--- src/rtl/lmpd_pkg.sv ---
// ----------------------------------------------------------------------------
// lmpd_pkg: shared types and constants of the 3x3 peak detector
// field widths, configuration register codes, queue sizing and the
// decision record passed from the front end to the report stage
// ----------------------------------------------------------------------------
package lmpd_pkg;

	localparam int DEF_MAX_WIDTH   = 1024;
	localparam int DEF_SAMPLE_BITS = 16;

	localparam int ROW_W     = 16;
	localparam int COL_W     = 11;
	localparam int NUM_W     = 16;
	localparam int CFG_W     = 16;
	localparam int CFG_IDX_W = 2;

	localparam logic [NUM_W-1:0] TALLY_MAX = '1;

	localparam logic [COL_W-1:0] RST_FRAME_WIDTH   = COL_W'(1024);
	localparam logic [ROW_W-1:0] RST_FRAME_HEIGHT  = ROW_W'(1024);
	localparam logic [ROW_W-1:0] RST_TARGET_ROW    = ROW_W'(1);
	localparam logic [COL_W-1:0] RST_TARGET_COLUMN = COL_W'(1);

	localparam int QUEUE_DEPTH = 8;
	localparam int QPTR_W      = $clog2(QUEUE_DEPTH);
	localparam int QFREE_W     = $clog2(QUEUE_DEPTH + 1);

	typedef enum logic [CFG_IDX_W-1:0] {
		CFG_FRAME_WIDTH   = 2'd0,
		CFG_FRAME_HEIGHT  = 2'd1,
		CFG_TARGET_ROW    = 2'd2,
		CFG_TARGET_COLUMN = 2'd3
	} cfg_index_t;

	typedef enum logic {
		KIND_PEAK    = 1'b0,
		KIND_VERDICT = 1'b1
	} report_kind_t;

	// one queue entry: at most one peak plus an optional end-of-frame verdict
	typedef struct packed {
		logic             peak_v;
		logic [ROW_W-1:0] peak_row;
		logic [COL_W-1:0] peak_column;
		logic             verdict;
	} decision_t;

endpackage

--- src/rtl/lmpd_report_if.sv ---
// ----------------------------------------------------------------------------
// lmpd_report_if: result channel
// valid/ready handshake carrying one peak report or frame verdict
// ----------------------------------------------------------------------------
interface lmpd_report_if import lmpd_pkg::*; ();

	logic             valid;
	logic             ready;
	logic             report_kind;
	logic [ROW_W-1:0] peak_row;
	logic [COL_W-1:0] peak_column;
	logic [NUM_W-1:0] peak_number;
	logic             target_hit;
	logic             last;

	modport source (
		output valid, output report_kind, output peak_row, output peak_column,
		output peak_number, output target_hit, output last, input ready
	);
	modport sink (
		input valid, input report_kind, input peak_row, input peak_column,
		input peak_number, input target_hit, input last, output ready
	);

endinterface

--- src/rtl/lmpd_back.sv ---
// ----------------------------------------------------------------------------
// lmpd_back: report stage
// numbers the peaks, tracks the target hit and drives the result register
// ----------------------------------------------------------------------------
module lmpd_back import lmpd_pkg::*; (
	input  logic             clk,
	input  logic             arst_n,
	input  logic             head_v,
	input  decision_t        head,
	input  logic [ROW_W-1:0] target_row,
	input  logic [COL_W-1:0] target_column,
	output logic             pop,
	lmpd_report_if.source    report_ch
);

	logic             out_v_q;
	logic             kind_q;
	logic [ROW_W-1:0] row_q;
	logic [COL_W-1:0] col_q;
	logic [NUM_W-1:0] num_q;
	logic             hit_out_q;
	logic             last_q;

	logic [NUM_W-1:0] tally_q;
	logic             hit_q;
	logic             peak_done_q;

	logic             load;
	logic             send_peak;
	logic [NUM_W-1:0] tally_next;
	logic             at_target;

	assign load       = head_v && (!out_v_q || report_ch.ready);
	assign send_peak  = head.peak_v && !peak_done_q;
	assign tally_next = (tally_q == TALLY_MAX) ? tally_q : tally_q + NUM_W'(1);
	assign at_target  = (head.peak_row == target_row) && (head.peak_column == target_column);
	assign pop        = load && !(send_peak && head.verdict);

	always_ff @(posedge clk or negedge arst_n) begin
		if (!arst_n) begin
			out_v_q     <= 1'b0;
			tally_q     <= '0;
			hit_q       <= 1'b0;
			peak_done_q <= 1'b0;
		end else begin
			if (load) begin
				out_v_q <= 1'b1;
			end else if (report_ch.ready) begin
				out_v_q <= 1'b0;
			end
			if (load) begin
				if (send_peak) begin
					tally_q <= tally_next;
					if (at_target) begin
						hit_q <= 1'b1;
					end
					peak_done_q <= head.verdict;
				end else begin
					// verdict closes the frame
					tally_q     <= '0;
					hit_q       <= 1'b0;
					peak_done_q <= 1'b0;
				end
			end
		end
	end

	always_ff @(posedge clk) begin
		if (load) begin
			if (send_peak) begin
				kind_q    <= KIND_PEAK;
				row_q     <= head.peak_row;
				col_q     <= head.peak_column;
				num_q     <= tally_next;
				hit_out_q <= 1'b0;
				last_q    <= !head.verdict;
			end else begin
				kind_q    <= KIND_VERDICT;
				row_q     <= '0;
				col_q     <= '0;
				num_q     <= tally_q;
				hit_out_q <= hit_q;
				last_q    <= 1'b1;
			end
		end
	end

	assign report_ch.valid       = out_v_q;
	assign report_ch.report_kind = kind_q;
	assign report_ch.peak_row    = row_q;
	assign report_ch.peak_column = col_q;
	assign report_ch.peak_number = num_q;
	assign report_ch.target_hit  = hit_out_q;
	assign report_ch.last        = last_q;

	a_tally_after_peak: assert property (@(posedge clk) disable iff (!arst_n)
		(load && send_peak) |=> tally_q != '0)
		else $error("peak tally zero after a peak");

	a_clear_after_verdict: assert property (@(posedge clk) disable iff (!arst_n)
		(load && !send_peak) |=> (tally_q == '0) && !hit_q && !peak_done_q)
		else $error("frame counters not cleared after verdict");

endmodule

--- src/flat_wrapper.sv ---
// flat-port wrapper written by rule: the top's interface ports become plain ports
module lmpd_back_flat import lmpd_pkg::*;
  (clk, arst_n, head_v, head, target_row, target_column, pop, report_ch_valid, report_ch_report_kind, report_ch_peak_row, report_ch_peak_column, report_ch_peak_number, report_ch_target_hit, report_ch_last, report_ch_ready);
  lmpd_report_if report_ch_i ();
  input  logic clk;
  input  logic arst_n;
  input  logic head_v;
  input  decision_t head;
  input  logic [ROW_W-1:0] target_row;
  input  logic [COL_W-1:0] target_column;
  output logic pop;
  output wire logic [$bits(report_ch_i.valid)-1:0] report_ch_valid;
  output wire logic [$bits(report_ch_i.report_kind)-1:0] report_ch_report_kind;
  output wire logic [$bits(report_ch_i.peak_row)-1:0] report_ch_peak_row;
  output wire logic [$bits(report_ch_i.peak_column)-1:0] report_ch_peak_column;
  output wire logic [$bits(report_ch_i.peak_number)-1:0] report_ch_peak_number;
  output wire logic [$bits(report_ch_i.target_hit)-1:0] report_ch_target_hit;
  output wire logic [$bits(report_ch_i.last)-1:0] report_ch_last;
  input wire logic [$bits(report_ch_i.ready)-1:0] report_ch_ready;
  assign report_ch_valid = report_ch_i.valid;
  assign report_ch_report_kind = report_ch_i.report_kind;
  assign report_ch_peak_row = report_ch_i.peak_row;
  assign report_ch_peak_column = report_ch_i.peak_column;
  assign report_ch_peak_number = report_ch_i.peak_number;
  assign report_ch_target_hit = report_ch_i.target_hit;
  assign report_ch_last = report_ch_i.last;
  assign report_ch_i.ready = report_ch_ready;
  lmpd_back u_core (.clk(clk), .arst_n(arst_n), .head_v(head_v), .head(head), .target_row(target_row), .target_column(target_column), .pop(pop), .report_ch(report_ch_i));
endmodule
--- config.mk ---
export PLATFORM = sky130hd
export DESIGN_NAME = lmpd_back_flat
export DESIGN_NICKNAME = d
export VERILOG_FILES = /design/src/rtl/lmpd_pkg.sv /design/src/rtl/lmpd_report_if.sv /design/src/rtl/lmpd_back.sv /design/src/flat_wrapper.sv
export SDC_FILE = /design/constraint.sdc
export NUM_CORES = 1
export LEC_CHECK = 0
export BUFFER_PORTS_ARGS = -buffer_cell sky130_fd_sc_hd__buf_2
export CAP_MARGIN = 30
export CORE_ASPECT_RATIO = 1.75
export CORE_MARGIN = 8
export CORE_UTILIZATION = 34
export CTS_BUF_LIST = sky130_fd_sc_hd__clkbuf_16
export CTS_CLUSTER_DIAMETER = 150
export DETAILED_ROUTE_END_ITERATION = 10
export REMOVE_ABC_BUFFERS = 1
export SLEW_MARGIN = 20
export SYNTH_ARGS = -nofsm -noshare
export SYNTH_HDL_FRONTEND = slang
export SYNTH_SLANG_ARGS = --single-unit
--- constraint.sdc ---
create_clock -name clk -period 4.8 [get_ports clk]
set_input_delay 0.24 -clock clk [delete_from_list [all_inputs] [get_ports clk]]
set_output_delay 0.24 -clock clk [all_outputs]
set_load 0.05 [all_outputs]
After elaboration in Yosys (flattened, before gate mapping)
Cells that the tools add are included.
{"block": "word_totals", "output_inout_bits": 48, "inputBits": 60, "elab_cells": 36, "regBits": 65}
{"block": "op_classes", "muxes": 9, "add_sub_neg": 1, "eq_ne": 4, "n_reduce_logical": 12}
{"operator": "16-bit two-way mux", "n": 3}
{"operator": "16-bit by 1-bit adder with 16-bit output, second input constant", "n": 1}
{"operator": "16-bit == test", "n": 1}
{"operator": "16-bit == test, second input constant", "n": 1}
{"operator": "11-bit == test", "n": 1}
{"operator": "1-bit two-way mux", "n": 6}
{"operator": "1-bit logical AND", "n": 5}
{"operator": "1-bit logical NOT", "n": 4}
{"operator": "2-bit inequality test, second input constant", "n": 1}
{"operator": "2-bit AND reduction", "n": 1}
{"operator": "2-bit nonzero test", "n": 1}
{"operator": "1-bit logical OR", "n": 1}

Logic depth before layout (Yosys ltp)
Gate-level depths: netlist of the first run.
{"block": "logic_depth", "ltp_word": 5, "depth_mapped": 7, "depth_no_buf": 5}

Least setup slack after synthesis of the first run
No wires, ideal clock.
{"block": "synth_timing", "path_kind": "register to register", "startpoint": "reg u_core.out_v_q (netlist: u_core.report_ch.valid)", "endpoint": "reg u_core.tally_q[14]", "slack_ns": 1.890, "period_less_slack_ns": 2.910, "setup_time_ns": 0.211, "n_path_buf": 1, "arrival_ns": 2.699, "path_stages_with_launch": 6, "path_cell_list": "dfrtp_1 > nand2b_1 > nand2_1 > clkinv_1 > clkbuf_1 > a311oi_1"}
{"block": "synth_between", "elab_chain_len": 3}
{"item": "from (decl)", "line_no": "lmpd_back.sv:16", "text": "logic out_v_q;"}
{"item": "from (signal assigned)", "line_no": "lmpd_back.sv:41", "text": "out_v_q <= 1'b0;"}
{"item": "from (signal assigned)", "line_no": "lmpd_back.sv:47", "text": "out_v_q <= 1'b1;"}
{"item": "from (signal assigned)", "line_no": "lmpd_back.sv:49", "text": "out_v_q <= 1'b0;"}
{"item": "1-bit logical NOT", "line_no": "lmpd_back.sv:33", "text": "assign load = head_v && (!out_v_q || report_ch.ready);"}
{"item": "1-bit logical OR", "line_no": "lmpd_back.sv:33"}
{"item": "1-bit logical AND", "line_no": "lmpd_back.sv:33"}
{"item": "named net u_core.load", "line_no": "lmpd_back.sv:28", "text": "logic load;"}
{"item": "to (signal assigned)", "line_no": "lmpd_back.sv:53", "text": "tally_q <= tally_next;"}
{"item": "to (decl)", "line_no": "lmpd_back.sv:24", "text": "logic [NUM_W-1:0] tally_q;"}
The timed path passes the listed nets, and every way through them passes these cells.
A chain may end at the register's enable or synchronous reset.

Worst setup path in the final report of the first run
{"block": "layout_timing", "startpoint": "reg u_core.out_v_q (netlist: u_core.report_ch.valid)", "endpoint": "reg u_core.tally_q[14]"}
{"block": "layout_between", "elab_chain_len": 3}
{"item": "1-bit logical NOT", "line_no": "lmpd_back.sv:33"}
{"item": "1-bit logical OR", "line_no": "lmpd_back.sv:33"}
{"item": "1-bit logical AND", "line_no": "lmpd_back.sv:33"}
Every way passes these cells.

==> summary.txt, run 1 <==
status = completed
power per standard cell area = 388 nW/µm²
Via Count = 2604
XOR/XNOR share of the synthesized area = 9.38%
Synth Area in Adders = 0.372%
largest net degree at the start of global routing = 53
critical path required time = 5.03 ns
critical-path maximum fanout = 45
Chip Width = 91.2 µm
final setup fails = 0
Ports = 108
Initial DRC Count = 145
post-DP HPWL = 6230 µm
share of cells above drive strength 1 = 35.5%
total global-route track usage = 12.6%
wire length per cell = 16.1 µm
crit path launch type = flop
Max Buffers Root-to-Sink = 2
Final nets = 450
Tightest Pin Transition = 0.872 ns
f_max = 408 MHz
Slew Limit Fails = 0
async set or reset register ratio after synthesis = 29.2%
Starting Density = 34.6%
cell area after placement = 3990 µm²
maximum vdd drop = 0.192 mV
Buf+Inv Stages, Crit Path = 2
WP data arrival = 2.68 ns
Yosys top cell area share = 41.1%
cell family with most CP delay = buffers and inverters
core region area = 9730 µm²
Remaining Overflow, GRT = 0
die area = 13500 µm²
max-cap viol count = 0
Crit Path Class = flop to flop
area growth from synthesis to layout = 27.4%
Inserted Diodes = 0
Clock power frac = 36.3%
cts bufs inserted = 9
Setup crit end kind = flop
multiplexer area fraction after synthesis = 1.97%
Slowest-stage cell, CP = inv_2
RSZ-0062 raised after global routing = no
Net Sw Frac = 29.9%
Setup Skew = 0.00260 ns
Power Total = 1660 µW
Avg Cell Area, Syn = 11.8 µm²
Via density = 5.02
library cells used by synthesis = 55
Slowest Stage Delay on Critical Path = 0.80 ns
Slew HR = 41.8%
Seq/Total Area, Yosys = 55.2%
Synth Area in Compound Gates = 9.45%
Tcrit/Tclk final = 51.1%
Gate power share = 19.1%
die height = 148 µm
crit-path cells = nand2b_1, nand2_1, inv_2, buf_4, a21oi_1, a311oi_1
Post-synth EDFFs = 46
Top FF cell, synth = edfxtp_1
port bufs = 107
Yosys top cell by area = edfxtp_1
NetSw = 497 µW
P_int = 1170 µW
P_leak = 0.00185 µW
later-pin clock latency in the skew report = 0.32 ns
initial antenna violation count = 0
total negative slack = 0 ns
Hold Crit Class = input pin to flop
register bit total from synthesis = 65
RD Place Congestion = 0.842
Reg power frac = 44.6%
number of global-route vias before repair = 2746
row cnt = 48
final cell utilization of the core = 44.0%
crit path time final = 2.45 ns
first-pass GRT wire length = 13600 µm
DR DRC count = 0
DRT antenna net count = 0
DR pass1 iterations = 4
CTS tree = built
WL final = 8370 µm
root buffer cell = clkbuf_16
Post-Syn Area = 3360 µm²
htree depth = 3
Post-Synthesis Cells = 285
Design Area, Final = 4280 µm²
largest family of logic cells by synthesized area = simple AND/OR/NAND/NOR gates
Final Hold Viols = 0
post-synthesis simple-gate area fraction = 20.1%
Yosys warnings = 0
Clock Sinks = 65
CTS clk-pin slew, worst paths = 0.05 ns
top post-synthesis cells by area = edfxtp_1 (41%), dfrtp_1 (14%), xor2_1 (7.8%), and2_1 (5.2%), a21oi_1 (2.1%)
==> synth_stat cells, drive strengths merged (2+ instances only) <==
library cell and instances:
a31o 2, nand4 7, o21ai 4, nor4b 2
inv 6, o211ai 3, or4 3, nor2 9
a21oi 14, and2 28, edfxtp 46, and4 3
nand3 14, o41ai 5, a211o 4, nor4 13
dfrtp 19, and3 3, xnor2 6, nor3 5
nand2b 2, mux2 5, buf 10, a41oi 3
xor2 30, clkbuf 8, a31oi 2, nand2 16
==> sequential cells by signal, summed over array words and instances, names as in the netlist <==
name                          flops
u_core.report_ch.peak_number     16
u_core.report_ch.peak_row        16
u_core.tally_q                   16
u_core.report_ch.peak_column     11
u_core.hit_q                      1
u_core.peak_done_q                1
u_core.report_ch.last             1
u_core.report_ch.report_kind      1
u_core.report_ch.target_hit       1
u_core.report_ch.valid            1
==> worst reg2reg max path: stages, from the launching register on <==
cell and delay, ns:
dfrtp_1 0.38, nand2b_1 0.12, nand2_1 0.36, inv_2 0.80
buf_4 0.39, a21oi_1 0.10, a311oi_1 0.21
==> placed cells by master, fill, tap and decap left out, types with 3 or more instances in the layout <==
master,n
nor2_1,8
o41ai_1,4
nand2_1,16
o211ai_1,3
inv_1,9
edfxtp_1,46
xor2_1,30
dfrtp_1,19
nand4_1,5
nor3_1,4
nand3_1,13
and3_1,3
nor4_1,11
a41oi_1,3
mux2_2,3
clkinv_2,3
a21oi_1,14
buf_2,107
a211o_1,4
and2_1,28
xnor2_1,6
buf_4,3
o21ai_0,4
clkbuf_16,9
==> stage by stage <==
stage               hold WS [ns]  setup slack, ns  std cells
global placement           0.229             2.37        501
finish                     0.148             2.35        519
global route               0.160             2.02        519
CTS                        0.137             2.27        518
detailed placement         0.226             2.29        501
floorplan                -0.0556             1.58        267
==> area by class of cell <==
class,count,area [µm²]
Clock buffer,9,225
Multi-Input combinational cell,195,1400
Inverter,7,26.3
Clock inverter,7,56.3
Sequential cell,65,1860
Tap cell,125,156
Timing Repair Buffer,111,568
Fill cell,967,5450
==> cell families after synthesis <==
group	after synthesis
compound gates	44
fa+ha+maj	1
buf+inv	25
mux	6
flops	65
xor+xnor	36
simple gates	108
==> path summary, 6_finish.rpt <==
kind / start / to / slack (ns) / cells past startpoint
max: u_core.report_ch.valid / u_core.tally_q[14] / 2.35 / 6
min: head_v / u_core.report_ch.valid / 0.15 / 2
max reg2reg: u_core.report_ch.valid / u_core.tally_q[14] / 2.35 / 6
min reg2reg: u_core.hit_q / u_core.hit_q / 0.50 / 2
max in group asynchronous: arst_n / u_core.tally_q[9] / 4.05 / 2
min in group asynchronous: arst_n / u_core.tally_q[5] / 0.42 / 2
==> routing by layer <==
layer	up-vias	track usage, %	share of wire [%]
met3	15	4.01	6.9
met5	-	0	0
li1	1270	-	-
met4	0	7.17	2.6
met1	1235	12.9	38
met2	84	21.9	52
==> power by group through the flow <==
stage	clock, µW	sequential (µW)	combinational, µW
finish	603	742	318
global route	635	750	341
CTS	620	740	322
detailed placement	0	751	321
global placement	0	750	317
floorplan	0	847	115
==> what timing repair did <==
item                       CTS  global route
hold endpoints to repair    19             0
gates resized for setup      0             0
setup endpoints to repair    0             0
hold buffers                 1             0
buffers inserted             0             0
(Power assumes the default switching activity.)
==> run 2, diff against run 1 <==
==> constraint.sdc (replaced) <==
create_clock -name clk -period 2 [get_ports clk]
set_input_delay 0.1 -clock clk [delete_from_list [all_inputs] [get_ports clk]]
set_output_delay 0.1 -clock clk [all_outputs]
set_load 0.05 [all_outputs]
==> run 2 against run 1 <==
Net effect:
- first-iteration DRC count down 21%
- global-route usage up 1.6 points
- core utilization up 2.2 points
- cell area up 5.1%
==> summary.txt, run 2 (synthesis results as in run 1) <==
Remaining Overflow, GRT = 0 (unchanged)
htree depth = 3 (unchanged)
core region area = 9730 µm² (unchanged)
later-pin clock latency in the skew report = 0.33 ns (about the same)
share of cells above drive strength 1 = 39.5% (+4.0 points)
Final nets = 471 (+4.7%)
Worst R2R End = u_core.report_ch.peak_number[1]
Max Buffers Root-to-Sink = 2 (unchanged)
die area = 13500 µm² (unchanged)
WHS Endpoint = u_core.report_ch.last
status = completed
crit path launch type = flop
CTS clk-pin slew, worst paths = 0.05 ns (about the same)
Clock Sinks = 65 (unchanged)
final cell utilization of the core = 46.3% (+2.2 points)
Power Total = 4270 µW (+160%)
Ports = 108 (unchanged)
wire length per cell = 17.5 µm (+8.6%)
power per standard cell area = 948 nW/µm² (+140%)
Final Hold Viols = 0 (unchanged)
critical path required time = 2.08 ns (-2.95 ns)
Chip Width = 91.2 µm (unchanged)
RD Place Congestion = 0.947 (+13%)
R2R Path Start = u_core.tally_q[0]
flop2flop setup slack = 0.11 ns (-2.24 ns)
commonest non-fill, non-tap cell in the layout = buf_2
Setup Skew = 0.00514 ns (+0.00254 ns)
RSZ-0062 raised after global routing = no
post-DP HPWL = 7130 µm (+14%)
f_max = 529 MHz (+30%)
Crit Path Class = flop to flop
hold_ws = 0.0529 ns (-0.0956 ns)
Tightest Pin Transition = 0.623 ns (-0.249 ns)
row cnt = 48 (unchanged)
die height = 148 µm (unchanged)
port bufs = 107 (unchanged)
Starting Density = 34.6% (unchanged)
final setup fails = 0 (unchanged)
total negative slack = 0 ns (unchanged)
area growth from synthesis to layout = 33.8%
max-cap viol count = 0 (unchanged)
Tcrit/Tclk final = 94.5% (+43 points)
Worst Hold Depth = 2 (unchanged)
Via Count = 2760 (+6.0%)
Hold Crit Class = input pin to flop
DRT antenna net count = 0 (unchanged)
WL final = 9450 µm (+13%)
DR DRC count = 0 (unchanged)
root buffer cell = clkbuf_16
Initial DRC Count = 114 (-21%)
maximum vdd drop = 0.451 mV (+140%)
Hold Crit Start = head[0]
cts bufs inserted = 9 (unchanged)
CTS tree = built
Via density = 5.11 (+1.9%)
critical-path maximum fanout = 7 (-84%)
first-pass GRT wire length = 14900 µm (+10%)
Slew Limit Fails = 0 (unchanged)
Slew HR = 57.9% (+16 points)
Design Area, Final = 4500 µm² (+5.1%)
P_leak = 0.00196 µW (+6.1%)
Inserted Diodes = 0 (unchanged)
initial antenna violation count = 0 (unchanged)
largest net degree at the start of global routing = 34 (-36%)
number of global-route vias before repair = 2861 (+4.2%)
Worst Reg-to-Reg Cells = 6 (unchanged)
WP data arrival = 1.98 ns (-0.70 ns)
total global-route track usage = 14.2% (+1.6 points)
commonest non-fill, non-tap cells in the layout = buf_2 (107), edfxtp_1 (46), xor2_1 (30)
crit path time final = 1.89 ns (-0.563 ns)
Setup crit end kind = flop
cell area after placement = 4160 µm² (+4.3%)
DR pass1 iterations = 4 (unchanged)
-- run 2: how the worst max path moves through the flow --
stage,from,slack (ns),cells past startpoint,end
floorplan,u_core.peak_done_q,-1.22,4,u_core.report_ch.peak_number[1]
global placement,u_core.tally_q[0],-0.003,6,u_core.report_ch.peak_number[14]
detailed placement,u_core.tally_q[1],-0.02,6,u_core.report_ch.peak_number[14]
CTS,u_core.tally_q[0],0.07,4,u_core.report_ch.peak_number[15]
global route,u_core.tally_q[0],0.02,6,u_core.report_ch.peak_number[14]
finish,u_core.tally_q[0],0.11,6,u_core.report_ch.peak_number[1]
-- run 2: what timing repair did --
item	in CTS	in global routing
hold buffers	2	0
setup endpoints to repair	1	2
hold endpoints to repair	20	0
setup buffers	0	0
gates resized for setup	1	1
-- run 2: critical path, stage by stage (launching register included) --
cell     delay (ns)
dfrtp_1        0.34
ha_1           0.29
nand4_4        0.19
nor4_4         0.31
buf_4          0.18
nor2_2         0.05
mux2_2         0.28
-- run 2: per-layer routing --
layer	up-vias	GRT usage, %	part of all wire, %
met5	-	0	0
met4	0	7.58	2.5
met3	17	4.47	5.8
met2	84	26.0	55
met1	1347	13.7	37
li1	1312	-	-
-- run 2: layout make-up --
cell class | instances | area, µm²
tap | 125 | 156
fill | 985 | 5230
sequential | 65 | 1860
timing repair buffer | 132 | 741
clock inverter | 7 | 86.3
clock buffer | 9 | 225
multi-input combinational | 195 | 1410
inverter | 7 | 26.3
-- run 2: per-stage QoR --
step	cells	setup slack (ns)
6_report	540	0.109
5_1_grt	540	0.0153
4_1_cts	540	0.0658
3_5_place_dp	522	-0.0234
3_3_place_gp	522	-0.00264
2_1_floorplan	267	-1.22
-- run 2: power by group --
part	switching (µW)	total (µW)	internal [µW]
Combinational	579	882	303
Clock	568	1650	1080
Sequential	129	1740	1610
Total	1280	4270	2990
