[src/rtl/lmpd_pkg.sv]
// ----------------------------------------------------------------------------
// lmpd_pkg: shared types and constants of the 3x3 peak detector
// field widths, configuration register codes, queue sizing and the
// decision record passed from the front end to the report stage
// ----------------------------------------------------------------------------
package lmpd_pkg;

	localparam int DEF_MAX_WIDTH   = 1024;
	localparam int DEF_SAMPLE_BITS = 16;

	localparam int ROW_W     = 16;
	localparam int COL_W     = 11;
	localparam int NUM_W     = 16;
	localparam int CFG_W     = 16;
	localparam int CFG_IDX_W = 2;

	localparam logic [NUM_W-1:0] TALLY_MAX = '1;

	localparam logic [COL_W-1:0] RST_FRAME_WIDTH   = COL_W'(1024);
	localparam logic [ROW_W-1:0] RST_FRAME_HEIGHT  = ROW_W'(1024);
	localparam logic [ROW_W-1:0] RST_TARGET_ROW    = ROW_W'(1);
	localparam logic [COL_W-1:0] RST_TARGET_COLUMN = COL_W'(1);

	localparam int QUEUE_DEPTH = 8;
	localparam int QPTR_W      = $clog2(QUEUE_DEPTH);
	localparam int QFREE_W     = $clog2(QUEUE_DEPTH + 1);

	typedef enum logic [CFG_IDX_W-1:0] {
		CFG_FRAME_WIDTH   = 2'd0,
		CFG_FRAME_HEIGHT  = 2'd1,
		CFG_TARGET_ROW    = 2'd2,
		CFG_TARGET_COLUMN = 2'd3
	} cfg_index_t;

	typedef enum logic {
		KIND_PEAK    = 1'b0,
		KIND_VERDICT = 1'b1
	} report_kind_t;

	// one queue entry: at most one peak plus an optional end-of-frame verdict
	typedef struct packed {
		logic             peak_v;
		logic [ROW_W-1:0] peak_row;
		logic [COL_W-1:0] peak_column;
		logic             verdict;
	} decision_t;

endpackage

[src/rtl/lmpd_queue.sv]
// ----------------------------------------------------------------------------
// lmpd_queue: decision queue between front end and report stage
// small register fifo with a free-slot count for the intake credit
// ----------------------------------------------------------------------------
module lmpd_queue import lmpd_pkg::*; (
	input  logic               clk,
	input  logic               arst_n,
	input  logic               push_v,
	input  decision_t          push_data,
	input  logic               pop,
	output logic               head_v,
	output decision_t          head,
	output logic [QFREE_W-1:0] queue_free
);

	decision_t          entry_q [QUEUE_DEPTH];
	logic [QPTR_W-1:0]  wr_ptr_q;
	logic [QPTR_W-1:0]  rd_ptr_q;
	logic [QFREE_W-1:0] count_q;

	assign head_v     = (count_q != '0);
	assign head       = entry_q[rd_ptr_q];
	assign queue_free = QFREE_W'(QUEUE_DEPTH) - count_q;

	always_ff @(posedge clk) begin
		if (push_v) begin
			entry_q[wr_ptr_q] <= push_data;
		end
	end

	always_ff @(posedge clk or negedge arst_n) begin
		if (!arst_n) begin
			wr_ptr_q <= '0;
			rd_ptr_q <= '0;
			count_q  <= '0;
		end else begin
			if (push_v) begin
				wr_ptr_q <= wr_ptr_q + QPTR_W'(1);
			end
			if (pop) begin
				rd_ptr_q <= rd_ptr_q + QPTR_W'(1);
			end
			if (push_v && !pop) begin
				count_q <= count_q + QFREE_W'(1);
			end else if (pop && !push_v) begin
				count_q <= count_q - QFREE_W'(1);
			end
		end
	end

	a_no_pop_empty: assert property (@(posedge clk) disable iff (!arst_n)
		pop |-> count_q != '0)
		else $error("pop from empty queue");

	a_count_bound: assert property (@(posedge clk) disable iff (!arst_n)
		count_q <= QFREE_W'(QUEUE_DEPTH))
		else $error("queue count beyond depth");

endmodule

[config.mk]
export PLATFORM = sky130hd
export DESIGN_NAME = lmpd_queue
export DESIGN_NICKNAME = d
export VERILOG_FILES = /design/src/rtl/lmpd_pkg.sv /design/src/rtl/lmpd_queue.sv
export SDC_FILE = /design/constraint.sdc
export NUM_CORES = 1
export LEC_CHECK = 0
export BUFFER_PORTS_ARGS = -buffer_cell sky130_fd_sc_hd__buf_4
export CORE_ASPECT_RATIO = 1.4
export CORE_UTILIZATION = 55
export CTS_BUF_LIST = sky130_fd_sc_hd__clkbuf_4 sky130_fd_sc_hd__clkbuf_8
export DETAILED_ROUTE_END_ITERATION = 10
export HOLD_SLACK_MARGIN = 0.15
export PLACE_DENSITY = 0.74
export SETUP_SLACK_MARGIN = 0.3
export SYNTH_ARGS = -nofsm -noshare
export SYNTH_HDL_FRONTEND = slang
export SYNTH_SLANG_ARGS = --single-unit
[constraint.sdc]
create_clock -name clk -period 3.9 [get_ports clk]
set_clock_uncertainty 0.05 [all_clocks]
set_input_delay 0.39 -clock clk [delete_from_list [all_inputs] [get_ports clk]]
set_output_delay 0.39 -clock clk [all_outputs]
set_load 0.03 [all_outputs]
[After elaboration in Yosys (flattened, before gate mapping)]
Memories as Yosys holds them, arrays and structs flattened.
Cells that the tools add are included.
Storage, ports and cells
  bits in writable memories: 232
  input port bits: 33
  memories kept: 1
  bits in registers: 10
  word-level logic and storage cells: 19
Operators by class
  muxes and demuxes: 4
  $add $sub $neg: 5
  reductions and logical operators: 6
Memories
  entry_q: depth 8, width 29, read ports 1, clocked after Yosys merged registers in 0, wr ports 1, RTL line lmpd_queue.sv:16  | decision_t entry_q [QUEUE_DEPTH];
Operators with widths (count)
  $mux W4: 2
  $add A3 B1 Y3 const B: 2
  $add A4 B1 Y4 const B: 1
  $reduce_bool A4 Y1: 1
  $sub A4 B1 Y4 const B: 1
  $sub A4 B4 Y4 const A: 1
  $logic_and A1 B1 Y1: 2
  $logic_not A1 Y1: 2
  $mux W1: 2
  $reduce_bool A2 Y1: 1

[Logic depth before layout (Yosys ltp)]
Gate-level depths: netlist (run 1).
  word-level depth: 4
  mapped depth: 7
  gate-level depth less buffers: 7

[Worst setup path before layout (run 1)]
No wires, ideal clock.
  path type: register -> register
  start point: reg wr_ptr_q[1]
  end point: mem entry_q[0][0] (netlist name) (enable)
  library setup time: 0.451 ns
  buffers on the path: 0
  data arrival time: 2.579 ns
  cell stages (with the launch flop): 3
  slack: 0.820 ns
  path through: dfrtp_1 nand2b_1 nor3_1
RTL lines
  start: declaration: RTL line lmpd_queue.sv:17  | logic [QPTR_W-1:0] wr_ptr_q;
  start signal: assignment: RTL line lmpd_queue.sv:38  | wr_ptr_q <= wr_ptr_q + QPTR_W'(1);
  end: declaration: RTL line lmpd_queue.sv:16
Straight into the memory's write port.

==> impl_metrics.yaml, run 1 <==
yosys:
  netlist.area_leader.share_pct: 74.1
  synth_edf_count: 232
  syn-num-nets: 443
  synthTopCellsByCount: "edfxtp_1 (232), mux4_2 (58), mux2_2 (22), dfrtp_1 (10), mux2_4 (10)"
  synth.area.top_cells: "edfxtp_1 (74%), mux4_2 (14%), dfrtp_1 (2.7%), mux2_2 (2.6%), mux2_4 (1.6%)"
  synth_area_sq_mm: 0.00940
  ys_async_sr_fraction_pct: 4.13
  yosysSeqAreaShare_pct: 76.8
  synth_most_common_cell: "edfxtp_1"
  synth_top_cell_by_area: "edfxtp_1"
  synth_ff_type: "edfxtp_1"
  synth-seq-cells: 242
  syn_inst: 403
  yosysUniqueCellTypes: 28
  synth.avg_cell_area_sq_um: 23.3
  yosys_warnings: 0
floorplanning:
  core_sq_mm: 0.0167
  die-area_sq_mm: 0.0176
  die_h_um: 157
  io_pins: 67
  num_rows: 56
  start_util_pct: 56.1
  die_x_um: 112
detailed_routing:
  vias: 4352
  drt_iter0_markers: 290
  ant_nets: 0
  wl_mm: 16.1
  post_drt_wl_per_cell_um: 21.5
  vias_per_cell: 5.80
  drc: 0
  drt_first_pass_iters: 6
placement:
  place_hpwl_mm: 8.86
  place.gp.congestion: 0.684
  port-buffer-count: 66
clock_tree:
  ctsLongestPathBuffers: 3
  cts_sinks: 242
  cts.root.buffer_cell: "clkbuf_8"
  worstSkewPairLatency_ns: 0.49
  htreeDepth: 2
  path_clk_slew_ns: 0.06
  ctsResizeCount: 0
  cts_buffers: 35
  post_cts_buffers: 0
  cts_tree: "yes"
pwr:
  power.share.sequential_pct: 43.2
  power_density_mw_per_mm2: 761
  power_switching_mw: 2.75
  clkPwrFrac_pct: 21.4
  swShare_pct: 32.6
  power_leakage_nw: 3.73
  p_int_mw: 5.69
  pwr-share-comb_pct: 35.4
  max-vdd-ir-drop_v: 0.000633
setup_path:
  r2r-start: "wr_ptr_q[1]"
  cp_data_required_time_ns: 3.46
  start_kind: "flop"
  path_cells: "buf_4, mux4_2, mux2_2, buf_4"
  r2r_end: "entry_q[1][15]"
  ff2ff_setup_slack_ns: 1.83
  rr_worst_depth: 2
  cp_common_cell: "buf_4"
  cp_slowest_stage_delay_ns: 0.93
  critPathArrivalTime_ns: 2.77
  critPathMaxFanout: 33
  endpoint_kind: "output port"
  cpMaxStageDelayCell: "dfrtp_2"
  path_class: "reg2out"
global_route:
  grt_pass1_vias: 4679
  grt_pass1_wl_mm: 24.9
  grt_max_degree: 34
  grt.overflow.total: 0
  grtUsageTotal_pct: 19.1
  antenna_found_initial: 0
sta:
  whs_ns: 0.218
  fmax_ghz: 0.312
  finalCriticalPeriod_ns: 3.21
  finalHoldViolCount: 0
  rsz0062_at_grt: "false"
  fin_tns_setup_ns: 0
  maxSlewViolCount: 0
  slew_headroom_pct: 27.5
  period_share_pct: 82.2
  worst_slew_pin_slew_ns: 1.09
  setup_viol: 0
job:
  cap_viol_max_count: 0
min_path:
  hp-class: "in2async"
final_layout:
  nets: 565
  area_growth_pct: 18.0
  drive_gt1_share_pct: 40.8
  antenna_cells: 0
status:
  outcome: "completed"
-- power by group through the flow --
stage	combinational [mW]	clock, mW	sequential, mW
final	2.99	1.81	3.64
after global routing	3.19	1.95	3.69
after CTS	3.05	1.84	3.66
after detailed placement	3.01	0	3.71
after global placement	2.98	0	3.68
after floorplan	2.36	0	3.44
-- repair_timing --
action,4_1_cts,5_1_grt
endpoints found under the setup margin,0,0
hold buffers,32,0
endpoints found under the hold margin,248,0
-- how the worst max path moves through the flow --
stage | slack (ns) | from | depth (start not counted) | endpoint
final | 0.69 | rd_ptr_q[1] | 4 | head[3]
after global routing | 0.59 | rd_ptr_q[1] | 4 | head[3]
after CTS | 0.65 | rd_ptr_q[1] | 4 | head[3]
after detailed placement | 1.20 | rd_ptr_q[1] | 4 | head[1]
after global placement | 1.19 | rd_ptr_q[1] | 4 | head[22]
after floorplan | 0.82 | wr_ptr_q[1] | 2 | entry_q[0][0]
-- metal layers --
metal	vias up	track usage [%]	share of wire, %
li1	1927	-	-
met1	2253	24.1	40
met2	141	33.6	52
met3	31	3.10	4.9
met4	0	7.56	2.4
met5	-	0	0
-- critical path, delay by kind of cell, from the launching register on --
family | cells | cell delay (ns)
buffers and inverters | 2 | 0.68
DFF | 1 | 0.93
muxes | 2 | 0.67
-- area by class of cell --
| cell class | instances | area (sq um) |
|---|---|---|
| clock inverters | 15 | 63.8 |
| flip-flops and latches | 242 | 7220 |
| multi-input cells | 138 | 2100 |
| well taps | 203 | 254 |
| inverters | 4 | 15.0 |
| repair buffers | 104 | 873 |
| clock buffers | 44 | 562 |
| fillers | 1083 | 5660 |
-- placed cells by master, fill, tap and decap left out, types with 3 or more instances in the layout --
cell / synthesis / final
clkbuf_8: 0 / 37
mux2_2: 22 / 22
dfrtp_1: 10 / 7
xnor2_1: 5 / 5
xor2_1: 3 / 3
clkinv_1: 0 / 9
nand2b_1: 3 / 3
buf_4: 1 / 71
nor2_4: 0 / 6
edfxtp_1: 232 / 232
nand2_1: 7 / 7
dlygate4sd3_1: 0 / 32
clkbuf_4: 0 / 7
inv_1: 4 / 4
mux4_2: 58 / 58
ha_1: 6 / 6
mux2_4: 10 / 10
clkinv_2: 0 / 6
-- state kept, by name, summed over array words and instances, names as in the netlist --
name      cells
entry_q     232
rd_ptr_q      3
wr_ptr_q      3
count_q       4
-- per-stage QoR --
step	cells	area (sq um)	util [%]	total power, mW	setup WS (ns)
2_1_floorplan	403	9400	-	5.80	0.820
3_3_place_gp	659	10100	60.6	6.66	1.19
4_1_cts	750	11100	66.2	8.54	0.652
3_5_place_dp	659	10100	60.6	6.72	1.20
6_report	750	11100	66.2	8.44	0.692
5_1_grt	750	11100	66.2	8.83	0.589
-- kinds of logic after synthesis --
family / count (synthesis) / synth area share [%]
AOI/OAI and AO/OA: 6 / 0.439
xor gates and xnor gates: 8 / 0.746
adders and majority gates: 7 / 1.01
buffers and inverters: 23 / 1.46
DFF: 242 / 76.8
muxes: 91 / 18.2
and+or+nand+nor: 26 / 1.30
No activity file was read; power rests on OpenSTA's default activity.
==> inputs of run 2 (changes only) <==
Settings changed: ABC_AREA from default to 1, PLACE_DENSITY 0.74 to 0.73.
Clock period 3.9 ns to 3.2 ns, I/O delays scaled along.
==> impl_metrics.yaml, run 2 <==
setup_path:
  cp_data_required_time_ns: 2.83
  r2r-start: "wr_ptr_q[0]"
  cpMaxStageDelayCell: "dfrtp_4"
  cp_common_cell: "nand2_1"
  endpoint_kind: "output port"
  ff2ff_setup_slack_ns: 1.18
  crit_family: "flip-flops"
  path_class: "reg2out"
  critPathMaxFanout: 46
  rr_worst_depth: 3
  r2r_end: "entry_q[6][22]"
  worst-path-buf-inv: 2
  path_cells: "buf_4, nor2_1, nor2_1, nand2_1, nand2_1, nand2_1, nand2_1, buf_4"
  start_kind: "flop"
  cp_slowest_stage_delay_ns: 0.74
  critPathArrivalTime_ns: 2.30
floorplanning:
  num_rows: 59
  die_h_um: 166
  die-area_sq_mm: 0.0199
  die_x_um: 119
  core_sq_mm: 0.0188
  io_pins: 67
  start_util_pct: 56.6
detailed_routing:
  drt_iter0_markers: 415
  post_drt_wl_per_cell_um: 13.8
  ant_nets: 0
  drc: 0
  wl_mm: 20.3
  vias_per_cell: 4.83
  drt_first_pass_iters: 6
  vias: 7097
yosys:
  netlist.area_leader.share_pct: 65.6
  synth-seq-cells: 242
  syn_inst: 1082
  synth_ff_type: "edfxtp_1"
  synth_edf_count: 232
  synth.avg_cell_area_sq_um: 9.81
  synth_top_cell_by_area: "edfxtp_1"
  synth_area_sq_mm: 0.0106
  yosysUniqueCellTypes: 19
  yosys_warnings: 0
  syn-num-nets: 1122
  synth.area.top_cells: "edfxtp_1 (66%), nand2_1 (14%), nor2_1 (8.4%), inv_1 (4.6%), dfrtp_1 (2.4%)"
  yosysSeqAreaShare_pct: 68.0
  ys_async_sr_fraction_pct: 4.13
  synthTopCellsByCount: "nand2_1 (399), nor2_1 (239), edfxtp_1 (232), inv_1 (130), buf_2 (21)"
  synth_most_common_cell: "nand2_1"
global_route:
  grt_max_degree: 61
  grt.overflow.total: 0
  grt_use_met2_pct: 35.8
  grt_util_met1_pct: 25.8
  grt.busiest_layer: "met2"
  antenna_found_initial: 1
  met3_usage_pct: 3.57
  grtUsageTotal_pct: 20.9
  grt_pass1_wl_mm: 32.0
  grt_pass1_vias: 6653
sta:
  worst_slew_pin_slew_ns: 0.782
  fmax_ghz: 0.375
  rsz0062_at_grt: "false"
  finalCriticalPeriod_ns: 2.67
  maxSlewViolCount: 0
  slew_headroom_pct: 47.8
  setup_viol: 0
  finalHoldViolCount: 0
  period_share_pct: 83.4
  fin_tns_setup_ns: 0
final_layout:
  drive_gt1_share_pct: 13.0
  top_register: "entry_q"
  final_common_cell: "nand2_1"
  reg_top3: "entry_q x232, count_q x4"
  utilization_pct: 66.3
  nets: 1235
  largest_reg_flops: 232
  layout_common_cells: "nand2_1 (399), edfxtp_1 (232), nor2_1 (231), inv_1 (130), buf_4 (85)"
  area_growth_pct: 17.2
pwr:
  power_leakage_nw: 5.49
  max-vdd-ir-drop_v: 0.000742
  p_int_mw: 6.81
  power_density_mw_per_mm2: 905
  pwr-share-comb_pct: 41.7
  swShare_pct: 39.6
  power.share.sequential_pct: 36.0
  power_switching_mw: 4.46
  clkPwrFrac_pct: 22.3
  power_mw: 11.3
clock_tree:
  worstSkewPairLatency_ns: 0.51
  cts_buffers: 37
  htreeDepth: 2
  post_cts_buffers: 0
  ctsLongestPathBuffers: 3
  cts.root.buffer_cell: "clkbuf_8"
  path_clk_slew_ns: 0.07
  cts_tree: "yes"
  cts_sinks: 242
  ctsResizeCount: 0
min_path:
  whs_path_depth: 2
  hp-class: "reg2reg"
  min_to: "count_q[3]"
  hp-start: "count_q[3]"
job:
  cap_viol_max_count: 0
placement:
  place_hpwl_mm: 11.4
  port-buffer-count: 66
  place.gp.congestion: 0.750
status:
  outcome: "completed"
run 2: through the flow:
step           worst slack [ns]  instances  area (sq um)  hold slack, ns
2_1_floorplan             0.770       1082         10600         -0.0256
6_report                  0.532       1468         12400           0.471
3_5_place_dp               1.07       1367         11400           0.115
3_3_place_gp               1.11       1367         11400           0.114
4_1_cts                   0.527       1467         12400           0.472
5_1_grt                   0.354       1468         12400           0.508
run 2: area by class of cell:
| class | count | area (sq um) |
|---|---|---|
| Clock inverter | 14 | 87.6 |
| Multi-Input combinational cell | 663 | 2670 |
| Clock buffer | 53 | 654 |
| Sequential cell | 242 | 7220 |
| Inverter | 131 | 492 |
| Antenna cell | 1 | 2.50 |
| Tap cell | 244 | 305 |
| Fill cell | 1418 | 6310 |
| Timing Repair Buffer | 120 | 1010 |
run 2: logic make-up after synthesis:
kind of cell / synth area share (%)
buffers and inverters: 7.46
xor gates and xnor gates: 0.577
DFF: 68.0
and+or+nand+nor: 22.9
adders and majority gates: 0.896
AOI/OAI and AO/OA: 0.236
run 2: repair_timing:
action                     CTS  global route
hold endpoints to repair   248             0
hold buffers                33             0
setup endpoints to repair    0             0
run 2: worst min-delay path, cell delays in order, from the launching register on:
cell and delay, ns:
dfrtp_1 0.37, nand2_1 0.06, nand2_1 0.06
run 2: metal layers:
layer | wire length (um) | up-vias
met2 | 10100 | 200
met3 | 1120 | 56
met1 | 8420 | 3264
met4 | 658 | 0
li1 | - | 3577
met5 | 0 | -
run 2: power groups by stage:
stage | Sequential, mW | Clock, mW | Combinational (mW)
floorplan | 4.02 | 0 | 3.48
global placement | 4.11 | 0 | 4.60
detailed placement | 4.12 | 0 | 4.68
CTS | 4.06 | 2.55 | 4.72
global route | 4.09 | 2.69 | 5.19
finish | 4.06 | 2.51 | 4.69
run 2: how the worst max path moves through the flow:
stage / from / to / slack, ns / cells past startpoint
after floorplan: wr_ptr_q[0] / entry_q[0][0] / 0.77 / 2
after global placement: rd_ptr_q[0] / head[4] / 1.11 / 8
after detailed placement: rd_ptr_q[0] / head[4] / 1.07 / 8
after CTS: rd_ptr_q[0] / head[4] / 0.53 / 8
after global routing: rd_ptr_q[0] / head[8] / 0.35 / 8
final: rd_ptr_q[0] / head[4] / 0.53 / 8
==> inputs of run 3 (changes only) <==
Settings changed: ABC_AREA 1 to 0, PLACE_DENSITY 0.73 to 0.74.
Clock period 3.2 ns to 2.5 ns, I/O delays scaled along.
==> impl_metrics.yaml, run 3 (same netlist as run 1, synthesis figures left out) <==
status:
  outcome: "finished with violations"
  violations: "negative setup slack"
detailed_routing:
  wl_mm: 17.8
  post_drt_wl_per_cell_um: 23.0
  vias: 4455
  drt_iter0_markers: 311
  drc: 0
  ant_nets: 0
  drt_first_pass_iters: 4
  vias_per_cell: 5.75
setup_path:
  cp_common_cell: "buf_4"
  cpMaxStageDelayCell: "mux4_2"
  path_class: "reg2out"
  cp_slowest_stage_delay_ns: 0.51
  path_cells: "buf_12, buf_4, mux4_2, mux2_4, buf_4"
  critPathMaxFanout: 6
  endpoint_kind: "output port"
  critPathArrivalTime_ns: 2.22
  start_kind: "flop"
  cp_data_required_time_ns: 2.20
placement:
  port-buffer-count: 66
  dp_cells: 673
  place_hpwl_mm: 10.2
  dpl-instance-area_sq_mm: 0.0103
  place.gp.congestion: 0.671
final_layout:
  top_register: "entry_q"
  layout_common_cells: "edfxtp_1 (232), mux4_2 (58), buf_4 (57), clkbuf_8 (37), dlygate4sd3_1 (33)"
  stdcell_count: 775
  largest_reg_flops: 232
  drive_gt1_share_pct: 42.5
  fillCellCount: 1014
  register_area_sq_mm: 0.00722
  reg_top3: "entry_q x232, count_q x4"
  multiInputGateArea_sq_mm: 0.00216
  nets: 588
  area_growth_pct: 23.2
  final_common_cell: "edfxtp_1"
  final_area_sq_mm: 0.0116
  antenna_cells: 0
sta:
  worst_slew_pin_slew_ns: 0.604
  fin_tns_setup_ns: -0.0254
  whs_ns: 0.464
  layout_setup_ws_ns: -0.0196
  period_share_pct: 101
  fmax_ghz: 0.397
  maxSlewViolCount: 0
  finalHoldViolCount: 0
  finalCriticalPeriod_ns: 2.52
  rsz0062_at_grt: "true"
  setup_viol: 3
  slew_headroom_pct: 59.6
clock_tree:
  htreeDepth: 2
  cts_tree: "yes"
  worstSkewPairLatency_ns: 0.49
  ctsLongestPathBuffers: 3
  cts_buffers: 35
  path_clk_slew_ns: 0.06
  cts.root.buffer_cell: "clkbuf_8"
  cts_sinks: 242
min_path:
  hp-class: "in2reg"
global_route:
  grt.overflow.total: 0
  grt_pass1_wl_mm: 26.4
  grtUsageTotal_pct: 20.6
  grt_max_degree: 57
  antenna_found_initial: 0
  grt_pass1_vias: 4823
job:
  cap_viol_max_count: 0
floorplanning:
  io_pins: 67
  start_util_pct: 56.1
  die_x_um: 112
  die_h_um: 157
  core_sq_mm: 0.0167
  die-area_sq_mm: 0.0176
  num_rows: 56
pwr:
  max-vdd-ir-drop_v: 0.00108
  power_density_mw_per_mm2: 1220
  power_leakage_nw: 3.99
run 3: cell count changes in the layout (fill, tap and decap cells not counted), moves of 6 or more:
cell      previous run  this run
clkinv_1             8        14
mux4_2               0        58
inv_1              130         4
mux2_4               0        23
buf_4               85        57
mux2_2               0         9
nand2_1            399         7
buf_6                0        25
nor2_1             231         1
run 3: worst paths after layout:
kind | startpoint | endpoint | slack [ns] | depth (start not counted)
hold reg to reg | wr_ptr_q[1] | wr_ptr_q[1] | 0.52 | 1
max in group asynchronous | arst_n | rd_ptr_q[0] | 1.30 | 3
setup / recovery | rd_ptr_q[0] | head[24] | -0.02 | 5
setup reg to reg | wr_ptr_q[1] | entry_q[2][4] | 0.64 | 3
min in group asynchronous | arst_n | rd_ptr_q[0] | 0.75 | 3
hold / removal | pop | rd_ptr_q[0] | 0.46 | 3
run 3: layout make-up:
class                   instances  share of cell area, %
repair buffers                127                   11.2
inverters                       4                  0.130
clock inverters                17                  0.583
clock buffers                  44                   4.85
flip-flops and latches        242                   62.4
well taps                     203                   2.19
multi-input cells             138                   18.7
run 3: routing by layer:
metal / global-route usage (%) / vias to the layer above / wire length (um)
met2: 36.3 / 144 / 9690
met5: 0 / - / 0
met1: 25.2 / 2300 / 6970
met3: 3.95 / 35 / 700
met4: 8.13 / 0 / 424
li1: - / 1976 / -
run 3: where the power goes:
group	switching (mW)	leakage, nW	internal (mW)
sequential	0.325	2.22	5.12
combinational	2.92	1.44	2.98
clock	1.35	0.332	1.47
run 3: through the flow:
step / util, % / total power, mW / setup slack [ns]
floorplan: - / 9.05 / 0.180
global route: 69.2 / 14.8 / -0.0598
finish: 69.2 / 14.2 / -0.0196
detailed placement: 61.7 / 10.7 / 0.293
global placement: 61.7 / 10.6 / 0.329
CTS: 68.4 / 14.0 / -0.0516
run 3: timing repair:
action                                  in CTS  in global routing
resized for setup                           34                  8
endpoints found under the setup margin      29                 30
cloned                                       0                  3
hold buffers                                33                  0
hold endpoints to repair                   248                  0
setup buffers                                3                  2
run 3: critical path: cells and delay by family, from the launching register on:
| family | cells | cell delay (ns) |
|---|---|---|
| muxes | 2 | 0.82 |
| buffers and inverters | 3 | 0.47 |
| DFF | 1 | 0.43 |
